**config.mk**
```make
export PLATFORM = sky130hd
export DESIGN_NAME = srpt_job_scheduler_top
export DESIGN_NICKNAME = d
export VERILOG_FILES = /design/src/sv/sjs_pkg.sv /design/src/sv/sjs_cell.sv /design/src/sv/srpt_job_scheduler_top.sv
export SDC_FILE = /design/constraint.sdc
export NUM_CORES = 2
export LEC_CHECK = 0
export BUFFER_PORTS_ARGS = -buffer_cell sky130_fd_sc_hd__buf_2
export CORE_UTILIZATION = 30
export CTS_BUF_LIST = sky130_fd_sc_hd__clkbuf_2 sky130_fd_sc_hd__clkbuf_4 sky130_fd_sc_hd__clkbuf_8
export CTS_CLUSTER_DIAMETER = 100
export DETAILED_ROUTE_END_ITERATION = 10
export GPL_ROUTABILITY_DRIVEN = 0
export PLACE_DENSITY_LB_ADDON = 0.08
export SYNTH_ARGS = -nofsm -noshare
export SYNTH_HDL_FRONTEND = slang
export SYNTH_SLANG_ARGS = --single-unit
export TNS_END_PERCENT = 30
```
**constraint.sdc**
```tcl
create_clock -name clk -period 6.3 [get_ports clk]
set_input_delay 0.315 -clock clk [delete_from_list [all_inputs] [get_ports clk]]
set_output_delay 0.315 -clock clk [all_outputs]
set_load 0.03 [all_outputs]
```
**src/sv/sjs_pkg.sv**
```systemverilog
package sjs_pkg;

  localparam int SLOT_W = 8;

  localparam logic [1:0] ACT_LOAD  = 2'd0;
  localparam logic [1:0] ACT_TICK  = 2'd1;
  localparam logic [1:0] ACT_CLEAR = 2'd2;

  typedef struct packed {
    logic              wr;
    logic              clr;
    logic              dec;
    logic [SLOT_W-1:0] idx;
    logic [15:0]       id;
    logic [15:0]       rel;
    logic [15:0]       size;
  } cell_cmd_t;

  typedef struct packed {
    logic              vld;
    logic              found;
    logic [15:0]       rem;
    logic [15:0]       id;
    logic [SLOT_W-1:0] idx;
  } scan_tok_t;

endpackage

```
**src/sv/sjs_cell.sv**
```systemverilog
module sjs_cell #(
  parameter int IDX = 0
) (
  input  logic              clk,
  input  logic              rst_n,
  input  logic [31:0]       now_i,
  input  sjs_pkg::cell_cmd_t cmd_i,
  input  sjs_pkg::scan_tok_t tok_i,
  output sjs_pkg::scan_tok_t tok_o
);

  logic               valid_r, valid_nxt;
  logic [15:0]        id_r, id_nxt;
  logic [15:0]        rel_r, rel_nxt;
  logic [15:0]        rem_r, rem_nxt;
  sjs_pkg::scan_tok_t tok_r, tok_nxt;
  logic               hit;
  logic               ready_job;
  logic               take;

  assign hit = (cmd_i.idx == sjs_pkg::SLOT_W'(IDX));

  always_comb begin
    valid_nxt = valid_r;
    id_nxt    = id_r;
    rel_nxt   = rel_r;
    rem_nxt   = rem_r;
    if (cmd_i.clr) begin
      valid_nxt = 1'b0;
    end else if (cmd_i.wr && hit) begin
      valid_nxt = 1'b1;
      id_nxt    = cmd_i.id;
      rel_nxt   = cmd_i.rel;
      rem_nxt   = cmd_i.size;
    end else if (cmd_i.dec && hit) begin
      rem_nxt = rem_r - 16'd1;
    end
  end

  // pass the running minimum; strict compare keeps the earliest entry on ties
  assign ready_job = valid_r && (rem_r != 16'd0) && ({16'd0, rel_r} <= now_i);
  assign take      = ready_job && (!tok_i.found || (rem_r < tok_i.rem));

  always_comb begin
    tok_nxt = tok_i;
    if (take) begin
      tok_nxt.found = 1'b1;
      tok_nxt.rem   = rem_r;
      tok_nxt.id    = id_r;
      tok_nxt.idx   = sjs_pkg::SLOT_W'(IDX);
    end
  end

  always_ff @(posedge clk) begin
    if (!rst_n) begin
      valid_r   <= 1'b0;
      tok_r.vld <= 1'b0;
    end else begin
      valid_r   <= valid_nxt;
      tok_r.vld <= tok_nxt.vld;
    end
    id_r        <= id_nxt;
    rel_r       <= rel_nxt;
    rem_r       <= rem_nxt;
    tok_r.found <= tok_nxt.found;
    tok_r.rem   <= tok_nxt.rem;
    tok_r.id    <= tok_nxt.id;
    tok_r.idx   <= tok_nxt.idx;
  end

  assign tok_o = tok_r;

endmodule

```
**src/sv/srpt_job_scheduler_top.sv**
```systemverilog
// channel  | handshake          | fields
// ---------+--------------------+--------------------------------------------------
// input    | start & !busy      | in_action, in_job_id, in_release_time, in_job_size
// result   | out_valid (1 cyc)  | out_served_id .. out_load_rejected
//
// Load and clear leave busy low; the result strobes the cycle after acceptance.
// A tick sets busy while a scan transaction walks the cell chain one cell per
// cycle, then the winner is decremented as the result is registered.
// Action 3 leaves busy low and gives no result.
// Synchronous active-low reset empties the table and zeroes time and total.
// The receiver cannot stall; busy alone holds off the sender.
module srpt_job_scheduler_top #(
  parameter int MAX_JOBS = 16
) (
  input  logic        clk,
  input  logic        rst_n,
  input  logic        start,
  output logic        busy,
  input  logic [1:0]  in_action,
  input  logic [15:0] in_job_id,
  input  logic [15:0] in_release_time,
  input  logic [15:0] in_job_size,
  output logic        out_valid,
  output logic [15:0] out_served_id,
  output logic        out_idle_slot,
  output logic        out_job_finished,
  output logic [31:0] out_slot_end_time,
  output logic [31:0] out_completion_sum,
  output logic        out_all_done,
  output logic        out_load_rejected
);

  localparam int CW = $clog2(MAX_JOBS + 1);

  typedef enum logic [1:0] {
    ST_IDLE = 2'b01,
    ST_SCAN = 2'b10
  } state_t;

  state_t             state_r, state_nxt;
  logic [CW-1:0]      fill_r, fill_nxt;
  logic [CW-1:0]      unfin_r, unfin_nxt;
  logic [31:0]        time_r, time_nxt;
  logic [31:0]        total_r, total_nxt;
  logic               ov_r, ov_nxt;
  logic [15:0]        sid_r, sid_nxt;
  logic               idle_r, idle_nxt;
  logic               fin_r, fin_nxt;
  logic               rej_r, rej_nxt;
  logic               done_r, done_nxt;
  logic               accept;
  logic               scan_end;
  logic               full;
  logic [31:0]        time_inc;
  logic [32:0]        sum_w;
  sjs_pkg::cell_cmd_t cmd;
  sjs_pkg::scan_tok_t tok_w [MAX_JOBS+1];

  assign accept   = start && (state_r == ST_IDLE);
  assign busy     = (state_r != ST_IDLE);
  assign scan_end = (state_r == ST_SCAN) && tok_w[MAX_JOBS].vld;
  assign full     = (fill_r == CW'(MAX_JOBS));
  assign time_inc = (time_r == 32'hFFFF_FFFF) ? time_r : time_r + 32'd1;
  assign sum_w    = {1'b0, total_r} + {1'b0, time_inc};

  always_comb begin
    tok_w[0]       = '0;
    tok_w[0].vld   = accept && (in_action == sjs_pkg::ACT_TICK);
  end

  for (genvar k = 0; k < MAX_JOBS; k++) begin : g_cell
    sjs_cell #(.IDX(k)) u_cell (
      .clk   (clk),
      .rst_n (rst_n),
      .now_i (time_r),
      .cmd_i (cmd),
      .tok_i (tok_w[k]),
      .tok_o (tok_w[k+1])
    );
  end

  always_comb begin
    state_nxt = state_r;
    fill_nxt  = fill_r;
    unfin_nxt = unfin_r;
    time_nxt  = time_r;
    total_nxt = total_r;
    ov_nxt    = 1'b0;
    sid_nxt   = 16'd0;
    idle_nxt  = 1'b0;
    fin_nxt   = 1'b0;
    rej_nxt   = 1'b0;
    done_nxt  = done_r;
    cmd       = '0;
    cmd.id    = in_job_id;
    cmd.rel   = in_release_time;
    cmd.size  = in_job_size;
    cmd.idx   = sjs_pkg::SLOT_W'(fill_r);
    if (accept) begin
      case (in_action)
        sjs_pkg::ACT_LOAD: begin
          ov_nxt = 1'b1;
          if ((in_job_size == 16'd0) || full) begin
            rej_nxt = 1'b1;
          end else begin
            cmd.wr    = 1'b1;
            fill_nxt  = fill_r + CW'(1);
            unfin_nxt = unfin_r + CW'(1);
          end
          done_nxt = (unfin_nxt == '0);
        end
        sjs_pkg::ACT_TICK: begin
          state_nxt = ST_SCAN;
        end
        sjs_pkg::ACT_CLEAR: begin
          ov_nxt    = 1'b1;
          cmd.clr   = 1'b1;
          fill_nxt  = '0;
          unfin_nxt = '0;
          time_nxt  = 32'd0;
          total_nxt = 32'd0;
          done_nxt  = 1'b1;
        end
        default: begin
        end
      endcase
    end else if (scan_end) begin
      state_nxt = ST_IDLE;
      ov_nxt    = 1'b1;
      time_nxt  = time_inc;
      if (tok_w[MAX_JOBS].found) begin
        cmd.dec = 1'b1;
        cmd.idx = tok_w[MAX_JOBS].idx;
        sid_nxt = tok_w[MAX_JOBS].id;
        if (tok_w[MAX_JOBS].rem == 16'd1) begin
          fin_nxt   = 1'b1;
          unfin_nxt = unfin_r - CW'(1);
          total_nxt = sum_w[32] ? 32'hFFFF_FFFF : sum_w[31:0];
        end
      end else begin
        idle_nxt = 1'b1;
      end
      done_nxt = (unfin_nxt == '0);
    end
  end

  always_ff @(posedge clk) begin
    if (!rst_n) begin
      state_r <= ST_IDLE;
      fill_r  <= '0;
      unfin_r <= '0;
      time_r  <= 32'd0;
      total_r <= 32'd0;
      ov_r    <= 1'b0;
    end else begin
      state_r <= state_nxt;
      fill_r  <= fill_nxt;
      unfin_r <= unfin_nxt;
      time_r  <= time_nxt;
      total_r <= total_nxt;
      ov_r    <= ov_nxt;
    end
    sid_r  <= sid_nxt;
    idle_r <= idle_nxt;
    fin_r  <= fin_nxt;
    rej_r  <= rej_nxt;
    done_r <= done_nxt;
  end

  assign out_valid          = ov_r;
  assign out_served_id      = sid_r;
  assign out_idle_slot      = idle_r;
  assign out_job_finished   = fin_r;
  assign out_slot_end_time  = time_r;
  assign out_completion_sum = total_r;
  assign out_all_done       = done_r;
  assign out_load_rejected  = rej_r;

`ifndef SYNTHESIS
  a_fill_bound: assert property (@(posedge clk) disable iff (!rst_n)
    (fill_r <= CW'(MAX_JOBS)) && (unfin_r <= fill_r))
    else $error("fill or unfinished count out of range");

  a_idle_slot: assert property (@(posedge clk) disable iff (!rst_n)
    (out_valid && out_idle_slot) |-> ((out_served_id == 16'd0) && !out_job_finished))
    else $error("idle slot reports a served job");

  a_scan_result: assert property (@(posedge clk) disable iff (!rst_n)
    scan_end |=> (out_valid && !busy))
    else $error("scan end without tick result");

  a_no_accept_in_scan: assert property (@(posedge clk) disable iff (!rst_n)
    (state_r == ST_SCAN) |-> !tok_w[0].vld)
    else $error("scan transaction injected while busy");
`endif

endmodule
```
### After elaboration in Yosys (flattened, before gate mapping)

Cells that the tools add are included.

* flip-flop bits (word level): 1553
* latch bits: 0
* memory bits (writable): 0
* memory bits (read-only): 0
* output and inout bits: 86
* logic and storage cells: 522
* memories kept: 0

* add/sub/neg operators: 21
* multipliers: 0
* div/mod/pow operators: 0
* order comparisons: 31
* equality and inequality tests: 27
* shift-type cells: 0
* mux-type cells: 88
* bitwise gates (word level): 4
* reductions and logical operators: 196

Operators by type and width (number)
* $mux W40: 15
* $le A16 B32 Y1: 16
* $mux W16: 32
* $mux W32: 9
* $reduce_bool A16 Y1: 16
* $sub A16 B1 Y16 const B: 16
* $lt A16 B16 Y1: 15
* $logic_and A1 B1 Y1: 82
* $reduce_and A2 Y1: 36
* $eq A8 B4 Y1 const B: 8
* $mux W5: 10
* $mux W41: 1
* $reduce_bool A2 Y1: 20
* $add A32 B32 Y33: 1
* $add A32 B1 Y32 const B: 1
* $eq A32 B32 Y1 const B: 1
* $eq A8 B3 Y1 const B: 4
* $mux W9: 3
* $pmux W5 S2: 2
* $eq A16 B1 Y1 const B: 1
* $eq A8 B2 Y1 const B: 2
* $logic_not A16 Y1: 1
* $logic_or A1 B1 Y1: 16
* $logic_not A1 Y1: 15
* 20 further kinds: 44

### Longest topological paths before layout

* depth after elaboration: 8
* mapped depth: 22

### Hierarchy

From an unflattened synthesis, not the netlist that was laid out.

* cells, all modules: 6222
* area, all modules: 74273.7 µm²

By module, submodules not included
* sjs_cell (g_cell[10].u_cell ...): times used 4, cells each 337, area an instance 4245.3 µm², sequential area each 2302.2 µm²
* sjs_cell (g_cell[1].u_cell ...): times used 4, cells each 337, area an instance 4244.1 µm², sequential area each 2302.2 µm²
* sjs_cell (g_cell[11].u_cell ...): times used 4, cells each 336, area an instance 4242.8 µm², sequential area each 2302.2 µm²
* sjs_cell (g_cell[0].u_cell ...): times used 3, cells each 337, area an instance 4241.6 µm², sequential area each 2302.2 µm²
* srpt_job_scheduler_top: times used 1, cells each 835, area an instance 6379.9 µm², sequential area each 1951.9 µm²
* sjs_cell (g_cell[15].u_cell): times used 1, cells each 336, area an instance 4240.3 µm², sequential area each 2302.2 µm²

### Worst setup path before layout

No wires, ideal clock.

* kind: register to register
* start point: register time_r[0], in the netlist out_slot_end_time[0]
* end point: register total_r[11], in the netlist out_completion_sum[11]
* library setup time: 132 ps
* data arrival time: 4629 ps
* required time: 6168 ps
* path slack: 1539 ps
* stages on the path, launching flop included: 20
* buffers on the path: 2
* clock period less this slack: 4761 ps
* path through: dfxtp_1 ha_1 nand3_1 nor4_1 and2_0 clkbuf_1 nor2_1 and2_1 xnor2_1 ha_1 a21o_1 or3_1 o21ai_1 o31ai_1 a21o_1 a221oi_1 o21bai_1 clkbuf_1 o21ai_0 a21oi_1

* longest elaborated chain between the ends: 8

RTL lines
* start: declaration: line srpt_job_scheduler_top.sv:43 `logic [31:0] time_r, time_nxt;`
* start signal: assignment: line srpt_job_scheduler_top.sv:159 `time_r <= time_nxt;`
* $add A32 B1 Y32 / $eq A32 B32 Y1 (equally long branches): line srpt_job_scheduler_top.sv:63 `assign time_inc = (time_r == 32'hFFFF_FFFF) ? time_r : time_r + 32'd1;`
* $mux W32 (*): line srpt_job_scheduler_top.sv:63
* $add A32 B32 Y33 (*): line srpt_job_scheduler_top.sv:64 `assign sum_w = {1'b0, total_r} + {1'b0, time_inc};`
* $mux W32 (*): line srpt_job_scheduler_top.sv:138 `total_nxt = sum_w[32] ? 32'hFFFF_FFFF : sum_w[31:0];`
* $mux W32 (*): line srpt_job_scheduler_top.sv:135 `if (tok_w[MAX_JOBS].rem == 16'd1) begin`
* $mux W32 (*): line srpt_job_scheduler_top.sv:131 `if (tok_w[MAX_JOBS].found) begin`
* $mux W32 (*): line srpt_job_scheduler_top.sv:127 `end else if (scan_end) begin`
* $mux W32 (*): line srpt_job_scheduler_top.sv:99 `if (accept) begin`
* end signal: assignment: line srpt_job_scheduler_top.sv:160 `total_r <= total_nxt;`
* end: declaration: line srpt_job_scheduler_top.sv:44 `logic [31:0] total_r, total_nxt;`

Every way passes the cells marked *; elsewhere a longest branch is shown, timed or not. The select of a mux whose other input is x is not followed.
A chain may end at the register's enable or synchronous reset.

### Final worst setup path

* start point: register time_r[14], in the netlist out_slot_end_time[14]
* end point: register total_r[26], in the netlist out_completion_sum[26]

The elaborated chain is that of the path after synthesis.

==> results.py <==
metrics = {
    "cts": {
        "clock_path_buffers": 4,
        "clkTransAtPathRegs_ns": 0.06,
        "numClockSinks": 1474,
        "clock_latency_ns": 1.02,
        "h-tree-depth": 5,
        "cts_root_buffer": "clkbuf_8",
        "cts_tree": "yes",
        "cts_setup_buffers": 0,
        "cts_inserted_buffers": 292,
    },
    "sta": {
        "slew_violations": 0,
        "hold_viol": 0,
        "tightest_slew_ns": 1.100,
        "period_needed_ns": 5.331,
        "rsz0062_at_grt": "false",
        "finClkSkew_ns": 0.07261,
        "period_share_pct": 84.62,
        "relSlewSlack_pct": 25.68,
        "max_freq_ghz": 0.1876,
        "finalSetupViolations": 0,
        "final.setup.tns_ns": 0,
    },
    "worst_setup_path": {
        "cp.arrival_ns": 6.24,
        "cpPeakStageDelay_ns": 0.68,
        "crit_chain": "and4_1 > nand4_1 > nor4_1 > and2_0 > nor2_1 > and2_1 > xnor2_1 > ha_1 > o211ai_1 > a21oi_1 > o21ai_1 > o31ai_1 > a21o_1 > a221oi_1 > o21bai_2 > buf_4 > a21oi_1 > a211oi_1",
        "critPathLaunchType": "flop",
        "endpoint_kind": "flop",
        "path_max_fanout": 27,
        "required_ns": 7.21,
        "crit_type": "flop to flop",
        "path_common_cell": "a21oi_1",
        "cpMaxStageDelayCell": "o31ai_1",
    },
    "synth": {
        "synthCells": 5593,
        "seq_area_frac_synth_pct": 56.20,
        "async_flop_share_pct": 0,
        "synth_cell_types": 75,
        "ys_ff_latch": 1474,
        "synth-edff-count": 769,
        "synthesis.area_mm2": 0.06620,
        "syn-mean-instance-area_um2": 11.84,
        "ys.flop_type": "edfxtp_1",
        "synth.net_count": 6183,
        "synth_warnings": 0,
    },
    "floorplan": {
        "die_w_um": 471.8,
        "io_pins": 139,
        "die_h_um": 471.8,
        "start_util_pct": 30.16,
        "die_area_mm2": 0.2226,
        "core-area_mm2": 0.2195,
        "num_rows": 172,
    },
    "detailed_routing": {
        "vias": 43224,
        "viasPerCell": 4.744,
        "drt_iter0_drc": 2636,
        "firstDrtPassIters": 5,
        "wire_per_inst_um": 21.65,
        "wl_um": 197200,
        "drc": 0,
        "detail-route-antenna-nets": 0,
    },
    "layout": {
        "layout.cells.non_filler": 9111,
        "syn_to_final_growth_pct": 16.91,
        "finish.instance_area_mm2": 0.07740,
        "n_fill_cell": 21809,
        "final_layout_size_suffix_gt1_share_pct": 20.48,
        "final_nets": 6604,
    },
    "pwr": {
        "p_leak_nw": 30.69,
        "power_mw": 20.62,
        "powerDensity_mw_per_mm2": 266.4,
        "ir_drop_uv": 188.4,
    },
    "global_routing": {
        "grt_pass1_vias": 43773,
        "grt_pass1_wl_um": 290400,
        "grt_max_degree": 66,
        "antenna_found_initial": 22,
        "grt_use_total_pct": 17.61,
        "grt-ovfl-total": 0,
    },
    "place": {
        "dp_hpwl_um": 135600,
        "placed_area_mm2": 0.07085,
        "dp_cells": 8540,
        "io_buffers": 138,
    },
    "min_path": {
        "hp-class": "input pin to flop",
    },
    "status": {
        "status": "completed",
    },
    "run": {
        "maxCapViolations": 0,
    },
}
final timing paths:
| kind | start | to | slack (ns) | cells after the start |
|---|---|---|---|---|
| setup / recovery | out_slot_end_time[14] | out_completion_sum[26] | 0.97 | 18 |
| hold / removal | in_job_size[15] | g_cell[5].u_cell.rem_r[15] | 0.15 | 4 |
| setup reg to reg | out_slot_end_time[14] | out_completion_sum[26] | 0.97 | 18 |
| hold reg to reg | g_cell[11].u_cell.tok_o[3] | g_cell[12].u_cell.tok_o[3] | 0.39 | 1 |
Yosys cell counts (62+ instances only):
library cell / instances / area (um2)
nand4_1: 94 / 588.1
nor3_1: 67 / 335.3
ha_1: 536 / 6706
nor2_1: 285 / 1070
a21o_1: 164 / 1231
o21ai_0: 415 / 2077
xnor2_1: 174 / 1524
nand2b_1: 72 / 450.4
nand2_1: 433 / 1625
xor2_1: 89 / 779.5
dfxtp_1: 705 / 14110
clkbuf_1: 117 / 439.2
edfxtp_1: 769 / 23090
mux2_2: 425 / 4786
and2_1: 62 / 387.9
nor4_1: 78 / 488.0
a21oi_1: 223 / 1116
inv_1: 330 / 1239
report_power, final:
part / total, mW / switching [mW] / internal (mW) / leakage [nW]
Combinational: 0.424 / 0.305 / 0.118 / 14.5
Sequential: 10.2 / 0.0284 / 10.1 / 12.9
Clock: 10.0 / 4.18 / 5.86 / 3.21
cell type report:
class | count | area [um2] | area share, %
Antenna cell | 11 | 27.53 | 0.03557
Clock buffer | 459 | 5642 | 7.289
Clock inverter | 50 | 367.9 | 0.4753
Inverter | 333 | 1250 | 1.615
Multi-Input combinational cell | 3601 | 27000 | 34.88
Sequential cell | 1474 | 37210 | 48.07
Tap cell | 2871 | 3592 | 4.641
Timing Repair Buffer | 312 | 2312 | 2.987
per-stage QoR:
stage	util [%]	setup WS (ns)	hold WS [ns]
CTS	35.25	1.049	0.05213
global route	35.25	0.5452	0.06733
detailed placement	32.28	1.099	0.3914
floorplan	-	1.539	0.3863
global placement	32.28	1.179	0.3883
finish	35.26	0.9688	0.1535
kinds of logic after synthesis:
group           share of synthesized area (%)
flops                                   56.20
simple gates                            9.833
fa+ha+maj                               10.16
xor+xnor                                3.479
compound gates                          8.852
mux                                     8.267
buf+inv                                 3.209
state kept, by name, indices dropped and copies added (netlist names):
register	cells
out_idle_slot	1
fill_r	5
g_cell.u_cell.valid_r	16
g_cell.u_cell.id_r	256
state_r	2
out_valid	1
g_cell.u_cell.rem_r	256
unfin_r	5
out_all_done	1
out_load_rejected	1
g_cell.u_cell.tok_o	593
g_cell.u_cell.rel_r	256
out_served_id	16
out_job_finished	1
out_slot_end_time	32
out_completion_sum	32
layer usage:
metal / GRT usage (%) / share of wire (%) / up-vias / wire, um
met3: 3.143 / 4.5 / 363 / 8878
li1: - / - / 21083 / -
met5: 0 / 0 / - / 0
met4: 5.492 / 2.6 / 0 / 5088
met1: 23.72 / 47 / 20915 / 92330
met2: 28.55 / 46 / 863 / 90930
cell usage in the layout (no fill, tap or decap), types with 13 or more instances in the layout:
cell / instances
and2_1: 62
a31oi_1: 40
mux2_2: 425
xor2_1: 89
and3_1: 41
dfxtp_1: 705
a21oi_1: 222
xnor2_1: 174
nor2_1: 275
a21boi_0: 18
clkbuf_4: 108
buf_4: 108
buf_12: 15
buf_2: 138
nand4_1: 94
clkbuf_8: 351
or2_2: 26
o21a_1: 20
mux2_4: 26
mux2_1: 13
a211oi_1: 15
or3_1: 24
nor4_1: 76
a21o_1: 156
o31ai_1: 19
o21ai_0: 413
nand2_1: 432
ha_1: 536
dlygate4sd3_1: 51
nor2b_1: 35
or4_1: 28
inv_1: 323
edfxtp_1: 769
clkinv_1: 18
nand2b_1: 72
nor3_1: 66
clkinv_2: 23
nand3_1: 41
mux2i_1: 15
repair_timing:
item / CTS / global route
hold endpoints to repair: 693 / 0
hold buffers: 51 / 0
resized for setup: 0 / 0
setup endpoints to repair: 0 / 0
critical path, delay by kind of cell, from the launching register on:
family | cells | cell delay (ns)
XOR/XNOR | 1 | 0.16
flip-flops | 1 | 0.46
buffers and inverters | 1 | 0.29
AND/OR/NAND/NOR | 6 | 1.86
adder cells (fa/ha/maj) | 1 | 0.37
AO/OA/AOI/OAI | 9 | 2.10
Note: power is estimated with default switching activity, not from simulation.
